$ cat src/rtl/radial_alpha_gradient_top_defines.svh
// Assertion macros shared by the radial alpha gradient RTL.
`ifndef RADIAL_ALPHA_GRADIENT_TOP_DEFINES_SVH
`define RADIAL_ALPHA_GRADIENT_TOP_DEFINES_SVH
`ifndef SYNTHESIS
`define RAGD_ASSERT(lbl, clk, rst, prop, msg) \
   lbl: assert property (@(posedge clk) disable iff (rst) prop) else $error(msg);
`define RAGD_ASSERT_ALWAYS(lbl, clk, prop, msg) \
   lbl: assert property (@(posedge clk) prop) else $error(msg);
`else
`define RAGD_ASSERT(lbl, clk, rst, prop, msg)
`define RAGD_ASSERT_ALWAYS(lbl, clk, prop, msg)
`endif
`endif

$ cat src/rtl/ragd_pkg.sv
package ragd_pkg;

   localparam int POS_W      = 12;
   localparam int COL_W      = 8;
   localparam int DIAM_W     = 13;
   localparam int TR_W       = 9;
   localparam int RAD_W      = DIAM_W - 1;
   localparam int FRAC_W     = 8;
   localparam int RQ_W       = RAD_W + FRAC_W;
   localparam int IDX_W      = 3;
   localparam int DATA_W     = 13;
   localparam int SQ_W       = 2 * POS_W;
   localparam int SUM_W      = SQ_W + 1;
   localparam int RADICAND_W = SUM_W + 1;
   localparam int ROOT_W     = 21;
   localparam int REM_W      = ROOT_W + 1;
   localparam int QUO_W      = 8;
   localparam int NUM_W      = RQ_W + QUO_W;

   localparam logic [DIAM_W-1:0] DIAM_RESET = 13'd64;
   localparam logic [TR_W-1:0]   TR_FULL    = 9'd256;

   typedef enum logic [IDX_W-1:0] {
      CSR_DIAMETER     = 3'd0,
      CSR_TRANSPARENCY = 3'd1,
      CSR_FILL_RED     = 3'd2,
      CSR_FILL_GREEN   = 3'd3,
      CSR_FILL_BLUE    = 3'd4
   } csr_index_type;

   typedef struct packed {
      logic [POS_W-1:0] pos_x;
      logic [POS_W-1:0] pos_y;
      logic [COL_W-1:0] in_red;
      logic [COL_W-1:0] in_green;
      logic [COL_W-1:0] in_blue;
      logic [COL_W-1:0] in_alpha;
   } req_beat_type;

   typedef struct packed {
      logic [COL_W-1:0] out_red;
      logic [COL_W-1:0] out_green;
      logic [COL_W-1:0] out_blue;
      logic [COL_W-1:0] out_alpha;
   } rsp_beat_type;

   typedef struct packed {
      logic [IDX_W-1:0]  index;
      logic [DATA_W-1:0] data;
   } csr_beat_type;

   typedef struct packed {
      logic [RAD_W-1:0] radius;
      logic [RQ_W-1:0]  rq;
      logic [TR_W-1:0]  tscale;
      logic [COL_W-1:0] fill_red;
      logic [COL_W-1:0] fill_green;
      logic [COL_W-1:0] fill_blue;
   } cfg_type;

   typedef struct packed {
      logic         bypass;
      rsp_beat_type pix;
   } side_type;

endpackage

$ cat src/rtl/ragd_stream_if.sv
interface ragd_stream_if #(parameter type beat_type = logic) ();
   logic     valid;
   logic     ready;
   beat_type data;

   modport source (output valid, output data, input ready);
   modport sink (input valid, input data, output ready);
endinterface

$ cat src/rtl/ragd_csr.sv
module ragd_csr #(
   parameter int MAX_SIZE = 4096
) (
   input  logic              clock,
   input  logic              reset,
   ragd_stream_if.sink       csr_if,
   output ragd_pkg::cfg_type cfg
);
   import ragd_pkg::*;

   localparam int DIAM_ALL = 2 ** DIAM_W - 1;
   localparam int DIAM_CAP = (MAX_SIZE < DIAM_ALL) ? MAX_SIZE : DIAM_ALL;
   localparam logic [DIAM_W-1:0] DIAM_LIMIT = DIAM_W'(DIAM_CAP);

   logic [DIAM_W-1:0] diameter_ff;
   logic [TR_W-1:0]   transparency_ff;
   logic [COL_W-1:0]  fill_red_ff;
   logic [COL_W-1:0]  fill_green_ff;
   logic [COL_W-1:0]  fill_blue_ff;
   logic [DIAM_W-1:0] diam_sat;
   logic [TR_W-1:0]   tr_sat;

   assign csr_if.ready = 1'b1;

   always_ff @(posedge clock) begin
      if (reset) begin
         diameter_ff     <= DIAM_RESET;
         transparency_ff <= '0;
         fill_red_ff     <= '0;
         fill_green_ff   <= '0;
         fill_blue_ff    <= '0;
      end else if (csr_if.valid) begin
         unique case (csr_if.data.index)
            CSR_DIAMETER:     diameter_ff     <= csr_if.data.data[DIAM_W-1:0];
            CSR_TRANSPARENCY: transparency_ff <= csr_if.data.data[TR_W-1:0];
            CSR_FILL_RED:     fill_red_ff     <= csr_if.data.data[COL_W-1:0];
            CSR_FILL_GREEN:   fill_green_ff   <= csr_if.data.data[COL_W-1:0];
            CSR_FILL_BLUE:    fill_blue_ff    <= csr_if.data.data[COL_W-1:0];
            default: ;
         endcase
      end
   end

   always_comb begin
      diam_sat       = (diameter_ff > DIAM_LIMIT) ? DIAM_LIMIT : diameter_ff;
      tr_sat         = (transparency_ff > TR_FULL) ? TR_FULL : transparency_ff;
      cfg.radius     = diam_sat[DIAM_W-1:1];
      cfg.rq         = {diam_sat[DIAM_W-1:1], {FRAC_W{1'b0}}};
      cfg.tscale     = TR_FULL - tr_sat;
      cfg.fill_red   = fill_red_ff;
      cfg.fill_green = fill_green_ff;
      cfg.fill_blue  = fill_blue_ff;
   end

endmodule

$ cat src/rtl/ragd_front.sv
module ragd_front (
   input  logic                         clock,
   input  logic                         reset,
   input  logic                         en,
   input  logic                         in_valid,
   input  ragd_pkg::req_beat_type       in_beat,
   input  ragd_pkg::cfg_type            cfg,
   output logic                         out_valid,
   output logic [ragd_pkg::SUM_W-1:0]   out_sum,
   output ragd_pkg::side_type           out_side
);
   import ragd_pkg::*;

   logic             v1_ff, v2_ff, v3_ff;
   logic [POS_W-1:0] dx_ff, dy_ff, dx_in, dy_in;
   logic [SQ_W-1:0]  sqx_ff, sqy_ff;
   logic [SUM_W-1:0] sum_ff;
   side_type         side1_ff, side2_ff, side3_ff, side1_in;

   always_comb begin
      dx_in = (in_beat.pos_x >= cfg.radius) ? in_beat.pos_x - cfg.radius
                                             : cfg.radius - in_beat.pos_x;
      dy_in = (in_beat.pos_y >= cfg.radius) ? in_beat.pos_y - cfg.radius
                                             : cfg.radius - in_beat.pos_y;
      side1_in.bypass        = (cfg.radius == '0) ||
                               ((in_beat.in_red | in_beat.in_green | in_beat.in_blue) != '0);
      side1_in.pix.out_red   = in_beat.in_red;
      side1_in.pix.out_green = in_beat.in_green;
      side1_in.pix.out_blue  = in_beat.in_blue;
      side1_in.pix.out_alpha = in_beat.in_alpha;
   end

   always_ff @(posedge clock) begin
      if (reset) begin
         v1_ff <= 1'b0;
         v2_ff <= 1'b0;
         v3_ff <= 1'b0;
      end else if (en) begin
         v1_ff <= in_valid;
         v2_ff <= v1_ff;
         v3_ff <= v2_ff;
      end
   end

   always_ff @(posedge clock) begin
      if (en) begin
         dx_ff    <= dx_in;
         dy_ff    <= dy_in;
         side1_ff <= side1_in;
         sqx_ff   <= SQ_W'(dx_ff) * SQ_W'(dx_ff);
         sqy_ff   <= SQ_W'(dy_ff) * SQ_W'(dy_ff);
         side2_ff <= side1_ff;
         sum_ff   <= SUM_W'(sqx_ff) + SUM_W'(sqy_ff);
         side3_ff <= side2_ff;
      end
   end

   assign out_valid = v3_ff;
   assign out_sum   = sum_ff;
   assign out_side  = side3_ff;

endmodule

$ cat src/rtl/ragd_sqrt.sv
`include "radial_alpha_gradient_top_defines.svh"
module ragd_sqrt (
   input  logic                        clock,
   input  logic                        reset,
   input  logic                        en,
   input  logic                        in_valid,
   input  logic [ragd_pkg::SUM_W-1:0]  in_sum,
   input  ragd_pkg::side_type          in_side,
   output logic                        out_valid,
   output logic [ragd_pkg::ROOT_W-1:0] out_root,
   output ragd_pkg::side_type          out_side
);
   import ragd_pkg::*;

   logic                  v_ff    [ROOT_W];
   logic [REM_W-1:0]      rem_ff  [ROOT_W];
   logic [ROOT_W-1:0]     root_ff [ROOT_W];
   logic [RADICAND_W-1:0] rad_ff  [ROOT_W];
   side_type              side_ff [ROOT_W];

   for (genvar k = 0; k < ROOT_W; k++) begin : g_step
      logic                  v_prev;
      logic [REM_W-1:0]      rem_prev;
      logic [ROOT_W-1:0]     root_prev;
      logic [RADICAND_W-1:0] rad_prev;
      side_type              side_prev;
      logic [REM_W+1:0]      cur;
      logic [REM_W+1:0]      trial;
      logic                  ge;

      if (k == 0) begin : g_first
         assign v_prev    = in_valid;
         assign rem_prev  = '0;
         assign root_prev = '0;
         assign rad_prev  = RADICAND_W'(in_sum);
         assign side_prev = in_side;
      end else begin : g_next
         assign v_prev    = v_ff[k-1];
         assign rem_prev  = rem_ff[k-1];
         assign root_prev = root_ff[k-1];
         assign rad_prev  = rad_ff[k-1];
         assign side_prev = side_ff[k-1];
      end

      always_comb begin
         cur   = {rem_prev, rad_prev[RADICAND_W-1 -: 2]};
         trial = {1'b0, root_prev, 2'b01};
         ge    = (cur >= trial);
      end

      always_ff @(posedge clock) begin
         if (reset) begin
            v_ff[k] <= 1'b0;
         end else if (en) begin
            v_ff[k] <= v_prev;
         end
      end

      always_ff @(posedge clock) begin
         if (en) begin
            rem_ff[k]  <= ge ? REM_W'(cur - trial) : cur[REM_W-1:0];
            root_ff[k] <= {root_prev[ROOT_W-2:0], ge};
            rad_ff[k]  <= {rad_prev[RADICAND_W-3:0], 2'b00};
            side_ff[k] <= side_prev;
         end
      end
   end

   assign out_valid = v_ff[ROOT_W-1];
   assign out_root  = root_ff[ROOT_W-1];
   assign out_side  = side_ff[ROOT_W-1];

   `RAGD_ASSERT(a_rem_bound, clock, reset, v_ff[ROOT_W-1] |-> (rem_ff[ROOT_W-1] <= (REM_W'(root_ff[ROOT_W-1]) << 1)), "square root remainder exceeds twice the root")

endmodule

$ cat src/rtl/ragd_alpha.sv
`include "radial_alpha_gradient_top_defines.svh"
module ragd_alpha (
   input  logic                        clock,
   input  logic                        reset,
   input  logic                        en,
   input  logic                        in_valid,
   input  logic [ragd_pkg::ROOT_W-1:0] in_root,
   input  ragd_pkg::side_type          in_side,
   input  ragd_pkg::cfg_type           cfg,
   output logic                        out_valid,
   output ragd_pkg::rsp_beat_type      out_beat
);
   import ragd_pkg::*;

   logic                  va_ff;
   logic [NUM_W-1:0]      num_ff, num_in;
   side_type              sidea_ff;
   logic                  in_circle;
   logic [ROOT_W-1:0]     diff;
   logic [ROOT_W-1:0]     rq_ext;

   logic                  v_ff    [QUO_W];
   logic [NUM_W-1:0]      rem_ff  [QUO_W];
   logic [QUO_W-1:0]      q_ff    [QUO_W];
   side_type              side_ff [QUO_W];

   logic [QUO_W+TR_W-1:0] prod;
   logic [COL_W-1:0]      alpha;

   always_comb begin
      rq_ext    = ROOT_W'(cfg.rq);
      in_circle = (in_root < rq_ext);
      diff      = rq_ext - in_root;
      num_in    = in_circle ? (NUM_W'(diff) << FRAC_W) - NUM_W'(diff) : '0;
   end

   always_ff @(posedge clock) begin
      if (reset) begin
         va_ff <= 1'b0;
      end else if (en) begin
         va_ff <= in_valid;
      end
   end

   always_ff @(posedge clock) begin
      if (en) begin
         num_ff   <= num_in;
         sidea_ff <= in_side;
      end
   end

   for (genvar k = 0; k < QUO_W; k++) begin : g_div
      logic             v_prev;
      logic [NUM_W-1:0] rem_prev;
      logic [QUO_W-1:0] q_prev;
      side_type         side_prev;
      logic [NUM_W-1:0] divisor;
      logic             ge;

      if (k == 0) begin : g_first
         assign v_prev    = va_ff;
         assign rem_prev  = num_ff;
         assign q_prev    = '0;
         assign side_prev = sidea_ff;
      end else begin : g_next
         assign v_prev    = v_ff[k-1];
         assign rem_prev  = rem_ff[k-1];
         assign q_prev    = q_ff[k-1];
         assign side_prev = side_ff[k-1];
      end

      always_comb begin
         divisor = NUM_W'(cfg.rq) << (QUO_W - 1 - k);
         ge      = (rem_prev >= divisor);
      end

      always_ff @(posedge clock) begin
         if (reset) begin
            v_ff[k] <= 1'b0;
         end else if (en) begin
            v_ff[k] <= v_prev;
         end
      end

      always_ff @(posedge clock) begin
         if (en) begin
            rem_ff[k]  <= ge ? rem_prev - divisor : rem_prev;
            q_ff[k]    <= {q_prev[QUO_W-2:0], ge};
            side_ff[k] <= side_prev;
         end
      end
   end

   always_comb begin
      prod  = (QUO_W+TR_W)'(q_ff[QUO_W-1]) * (QUO_W+TR_W)'(cfg.tscale);
      alpha = prod[FRAC_W +: COL_W];
      if (side_ff[QUO_W-1].bypass) begin
         out_beat = side_ff[QUO_W-1].pix;
      end else begin
         out_beat.out_red   = cfg.fill_red;
         out_beat.out_green = cfg.fill_green;
         out_beat.out_blue  = cfg.fill_blue;
         out_beat.out_alpha = alpha;
      end
   end

   assign out_valid = v_ff[QUO_W-1];

   `RAGD_ASSERT(a_quotient_range, clock, reset, (v_ff[QUO_W-1] && !side_ff[QUO_W-1].bypass) |-> (rem_ff[QUO_W-1] < NUM_W'(cfg.rq)), "falloff remainder out of range")

endmodule

$ cat src/rtl/radial_alpha_gradient_top.sv
// Throughput: one pixel per clock; 3 front stages, 21 square root stages,
// 1 falloff stage and 8 divider stages, all stalled together by the output register.
// Reset: synchronous, active high; clears all valid bits and loads the register defaults.
`include "radial_alpha_gradient_top_defines.svh"
module radial_alpha_gradient_top #(
   parameter int MAX_SIZE = 4096
) (
   input  logic          clock,
   input  logic          reset,
   ragd_stream_if.sink   req_if,
   ragd_stream_if.source rsp_if,
   ragd_stream_if.sink   csr_if
);
   import ragd_pkg::*;

   cfg_type           cfg;
   logic              en;
   logic              out_load;
   logic              front_valid;
   logic [SUM_W-1:0]  front_sum;
   side_type          front_side;
   logic              sqrt_valid;
   logic [ROOT_W-1:0] sqrt_root;
   side_type          sqrt_side;
   logic              alpha_valid;
   rsp_beat_type      alpha_beat;
   logic              out_v_ff;
   rsp_beat_type      out_beat_ff;

   ragd_csr #(.MAX_SIZE(MAX_SIZE)) u_csr (
      .clock  (clock),
      .reset  (reset),
      .csr_if (csr_if),
      .cfg    (cfg)
   );

   ragd_front u_front (
      .clock     (clock),
      .reset     (reset),
      .en        (en),
      .in_valid  (req_if.valid),
      .in_beat   (req_if.data),
      .cfg       (cfg),
      .out_valid (front_valid),
      .out_sum   (front_sum),
      .out_side  (front_side)
   );

   ragd_sqrt u_sqrt (
      .clock     (clock),
      .reset     (reset),
      .en        (en),
      .in_valid  (front_valid),
      .in_sum    (front_sum),
      .in_side   (front_side),
      .out_valid (sqrt_valid),
      .out_root  (sqrt_root),
      .out_side  (sqrt_side)
   );

   ragd_alpha u_alpha (
      .clock     (clock),
      .reset     (reset),
      .en        (en),
      .in_valid  (sqrt_valid),
      .in_root   (sqrt_root),
      .in_side   (sqrt_side),
      .cfg       (cfg),
      .out_valid (alpha_valid),
      .out_beat  (alpha_beat)
   );

   assign out_load     = !out_v_ff || rsp_if.ready;
   assign en           = !alpha_valid || out_load;
   assign req_if.ready = en;
   assign rsp_if.valid = out_v_ff;
   assign rsp_if.data  = out_beat_ff;

   always_ff @(posedge clock) begin
      if (reset) begin
         out_v_ff <= 1'b0;
      end else if (out_load) begin
         out_v_ff <= alpha_valid;
      end
   end

   always_ff @(posedge clock) begin
      if (out_load) begin
         out_beat_ff <= alpha_beat;
      end
   end

   `RAGD_ASSERT_ALWAYS(a_reset_quiet, clock, $past(reset) |-> !rsp_if.valid, "rsp valid right after reset")
   `RAGD_ASSERT(a_ready_when_empty, clock, reset, !rsp_if.valid |-> req_if.ready, "req stalled with empty output")
   `RAGD_ASSERT(a_rsp_from_pipe, clock, reset, $rose(rsp_if.valid) |-> $past(alpha_valid), "rsp valid without a finished beat")

endmodule

$ cat src/flat_wrapper.sv
// flat-port wrapper written by rule: the top's interface ports become plain ports
module radial_alpha_gradient_top_flat import ragd_pkg::*;
#(
   parameter int MAX_SIZE = 4096
)
  (clock, reset, req_if_valid, req_if_data, req_if_ready, rsp_if_valid, rsp_if_data, rsp_if_ready, csr_if_valid, csr_if_data, csr_if_ready);
  ragd_stream_if #(.beat_type(req_beat_type)) req_if_i ();
  ragd_stream_if #(.beat_type(rsp_beat_type)) rsp_if_i ();
  ragd_stream_if #(.beat_type(csr_beat_type)) csr_if_i ();
  input  logic clock;
  input  logic reset;
  input wire logic [$bits(req_if_i.valid)-1:0] req_if_valid;
  input wire logic [$bits(req_if_i.data)-1:0] req_if_data;
  output wire logic [$bits(req_if_i.ready)-1:0] req_if_ready;
  output wire logic [$bits(rsp_if_i.valid)-1:0] rsp_if_valid;
  output wire logic [$bits(rsp_if_i.data)-1:0] rsp_if_data;
  input wire logic [$bits(rsp_if_i.ready)-1:0] rsp_if_ready;
  input wire logic [$bits(csr_if_i.valid)-1:0] csr_if_valid;
  input wire logic [$bits(csr_if_i.data)-1:0] csr_if_data;
  output wire logic [$bits(csr_if_i.ready)-1:0] csr_if_ready;
  assign req_if_i.valid = req_if_valid;
  assign req_if_i.data = req_if_data;
  assign req_if_ready = req_if_i.ready;
  assign rsp_if_valid = rsp_if_i.valid;
  assign rsp_if_data = rsp_if_i.data;
  assign rsp_if_i.ready = rsp_if_ready;
  assign csr_if_i.valid = csr_if_valid;
  assign csr_if_i.data = csr_if_data;
  assign csr_if_ready = csr_if_i.ready;
  radial_alpha_gradient_top #(.MAX_SIZE(MAX_SIZE)) u_core (.clock(clock), .reset(reset), .req_if(req_if_i), .rsp_if(rsp_if_i), .csr_if(csr_if_i));
endmodule
$ cat config.mk
export PLATFORM = sky130hd
export DESIGN_NAME = radial_alpha_gradient_top_flat
export DESIGN_NICKNAME = d
export VERILOG_FILES = /design/src/rtl/ragd_pkg.sv /design/src/rtl/ragd_stream_if.sv /design/src/rtl/ragd_csr.sv /design/src/rtl/ragd_front.sv /design/src/rtl/ragd_sqrt.sv /design/src/rtl/ragd_alpha.sv /design/src/rtl/radial_alpha_gradient_top.sv /design/src/flat_wrapper.sv
export VERILOG_INCLUDE_DIRS = /design/src /design/src/rtl
export SDC_FILE = /design/constraint.sdc
export NUM_CORES = 2
export LEC_CHECK = 0
export ABC_AREA = 1
export BUFFER_PORTS_ARGS = -buffer_cell sky130_fd_sc_hd__buf_2
export CORE_MARGIN = 2
export CORE_UTILIZATION = 27
export CTS_CLUSTER_DIAMETER = 200
export DETAILED_ROUTE_END_ITERATION = 10
export HOLD_SLACK_MARGIN = 0.03
export PLACE_DENSITY = 0.39
export SYNTH_ARGS = -nofsm -noshare
export SYNTH_HDL_FRONTEND = slang
export SYNTH_SLANG_ARGS = --single-unit
$ cat constraint.sdc
create_clock -name clock -period 67.1 [get_ports clock]
set_input_delay 10.065 -clock clock [delete_from_list [all_inputs] [get_ports clock]]
set_output_delay 10.065 -clock clock [all_outputs]
set_load 0.005 [all_outputs]
==> results.toml <==
[clock_tree]
cts_resized = 0
root_buffer = "clkbuf_16"
clockBufferDepth = 4
cts_hold_buf = 0
cts_buffers = 281
clkLatencyLatePin_ns = 0.88
cts.sinks = 2344
htree_num_levels = 5
cts_tree = "built"
cts_setup_buffers = 0
clk_pin_slew_worst_paths_ns = 0.06

[timing]
clock.fmax_ghz = 0.04619
relSlewSlack_pct = 23.81
fin_crit_sh_pct = 32.26
skew_ns = 0.05022
drv_slew = 0
rsz0062_at_grt = "no"
hold_viol_final = 0
setup-tns-final_ns = 0
post-route-min-period_ns = 21.65
finalSetupViolations = 0
whs_ns = 0.3784
worst_pin_slew_ns = 1.143

[yosys]
ys_warn_count = 0
async_flop_share_pct = 0
synth_nets = 10220
yosys-top-cells-area = "edfxtp_1, ha_1, nand2_1, inv_1, fa_1"
syn_area_per_cell_um2 = 11.91
yosysMostFrequentCell = "edfxtp_1"
synth_edf_count = 2293
synth_top_area_cell = "edfxtp_1"
netlist.area_leader.share_pct = 61.82
synth_ff_type = "edfxtp_1"
yosys-top-cells-count = "edfxtp_1, nand2_1, inv_1"
synth_cell_type_count = 78
synthCells = 9352
ys_ff_latch = 2344
synthesis.area_mm2 = 0.1114
ys_seq_area_share_pct = 62.74

[routing]
vias_per_cell = 4.322
ant_nets = 0
post_drt_wl_per_cell_um = 16.25
routed_wl_um = 249400
drc = 0
num_vias = 66320
drtIter0Drc = 4558
first_pass_iters = 6

[pwr]
static-leakage-power_nw = 53.24
power_density_mw_per_mm2 = 50.86
vdd_drop_max_mv = 0.09451

[place]
gp_congestion = 0.8611
io_buffers = 110
placedInstanceArea_mm2 = 0.1186
hpwlAfterDp_um = 180200

[global_route]
grt_pass1_wl_um = 391700
grt_pass1_vias = 67650
grt_max_degree = 195
grt_usage_pct = 11.84
globalRouteOverflowTotal = 0
grt_antenna_before_repair = 17

[floorplan]
core_mm2 = 0.4102
die_w_um = 646.3
die_area_mm2 = 0.4177
ios = 112
start_util_pct = 27.15
die-height_um = 646.3
num_rows = 235

[critical_path]
rr_endpoint = "u_core.rsp_if.data[2]"
crit_buf_inv = 5
crit_chain = "buf_2 > nor2_1 > inv_1 > buf_4 > nor2_1 > inv_8 > buf_2"
reg2reg_depth = 21
worstSetupPathType = "in2out"
startpoint_type = "input pin"
crit_fanout = 40
crit_family = "buffers and inverters"
endpoint_kind = "output pin"
cp_slowest_stage_delay_ns = 0.40
crit_slowest_cell = "nor2_1"
crit_required_ns = 57.03
worstPathArrival_ns = 11.58
r2r-start = "u_core.u_csr.transparency_ff[0]"
rrSetupSlack_ns = 60.49
cp-startpoint = "rsp_if_ready"

[cells_and_area]
fillers = 41170
finalNetCount = 10560
syn_to_final_growth_pct = 14.36
fin_util_pct = 31.05
multi_input_area_mm2 = 0.03596
drive_above_1_share_pct = 7.794
ff_latch_area_mm2 = 0.06988
fin_area_mm2 = 0.1274

[worst_hold_path]
hp-start = "u_core.u_sqrt.side_ff[0][17]"
hold_path_depth = 0
hold_class = "reg2reg"
min_to = "u_core.u_sqrt.side_ff[1][17]"

[run]
maxCapViolations = 0

[status]
status = "finished clean"
layer usage:
metal | track usage, % | routed length [um]
met1 | 16.17 | 116900
met2 | 19.57 | 116300
met3 | 1.597 | 9511
met4 | 3.373 | 6670
met5 | 0 | 0
stage by stage:
stage	cells	setup slack [ns]	total power [mW]
3_3_place_gp	14850	45.38	5.104
5_1_grt	15350	45.25	7.088
6_report	15350	45.45	6.478
4_1_cts	15340	45.35	6.626
2_1_floorplan	9352	3.346	4.257
3_5_place_dp	14850	45.35	5.079
state kept, by name, summed over array words and instances, names as in the netlist, 12 cells and up:
signal / flops
u_core.rsp_if.data: 32
u_core.u_alpha.g_div.rem_prev: 28
u_core.u_alpha.g_div.side_prev: 33
u_core.u_alpha.q_ff: 36
u_core.u_alpha.rem_ff: 196
u_core.u_alpha.side_ff: 264
u_core.u_csr.diameter_ff: 13
u_core.u_front.dx_ff: 12
u_core.u_front.dy_ff: 12
u_core.u_front.out_side: 33
u_core.u_front.out_sum: 25
u_core.u_front.side1_ff: 33
u_core.u_front.side2_ff: 33
u_core.u_front.sqx_ff: 23
u_core.u_front.sqy_ff: 23
u_core.u_sqrt.rad_ff: 156
u_core.u_sqrt.rem_ff: 401
u_core.u_sqrt.root_ff: 231
u_core.u_sqrt.side_ff: 693
u_core.u_sqrt.v_ff: 21
placed cells by master (no fill, tap or decap), types with 68 or more instances in the layout:
| cell type | synthesis | layout |
|---|---|---|
| nand4_1 | 85 | 85 |
| nor3_1 | 100 | 100 |
| inv_1 | 1284 | 1282 |
| ha_1 | 576 | 576 |
| nand3_1 | 296 | 296 |
| fa_1 | 218 | 218 |
| a21oi_1 | 592 | 592 |
| nor4_1 | 68 | 68 |
| buf_2 | 32 | 110 |
| clkbuf_16 | 0 | 290 |
| nand2_1 | 1501 | 1501 |
| o21ai_1 | 83 | 83 |
| xor2_1 | 257 | 257 |
| xnor2_1 | 190 | 190 |
| edfxtp_1 | 2293 | 2293 |
| o21ai_0 | 445 | 445 |
| nor2_1 | 712 | 712 |
worst max path at each step:
stage / depth (start not counted) / endpoint
after floorplan: 4 / req_if_ready
after global placement: 7 / req_if_ready
after detailed placement: 7 / req_if_ready
after CTS: 7 / req_if_ready
after global routing: 7 / req_if_ready
final: 7 / req_if_ready
cells by family after synthesis:
logic type               Yosys count  synth area share (%)
AND/OR/NAND/NOR                 2963                 11.49
flip-flops                      2344                 62.74
buffers and inverters           1423                 4.974
AO/OA/AOI/OAI                   1369                 6.796
adder cells (fa/ha/maj)          794                 10.39
XOR/XNOR                         447                 3.515
multiplexers                      10               0.09436
other                              2              0.006743
final cells by class:
type                    count  share of cell area, %
repair buffers            161                 0.7721
well taps                5451                  5.354
diodes                      3               0.005894
inverters                1312                  3.874
clock buffers             350                  5.874
flip-flops and latches   2344                  54.86
multi-input cells        5585                  28.23
clock inverters           140                  1.026
where the power goes:
part	internal [mW]	leakage [nW]	switching (mW)
logic	1.02	24.7	1.75
registers	2.06	24.3	0.188
clock network	0.859	4.26	0.602
(Power assumes the default switching activity.)
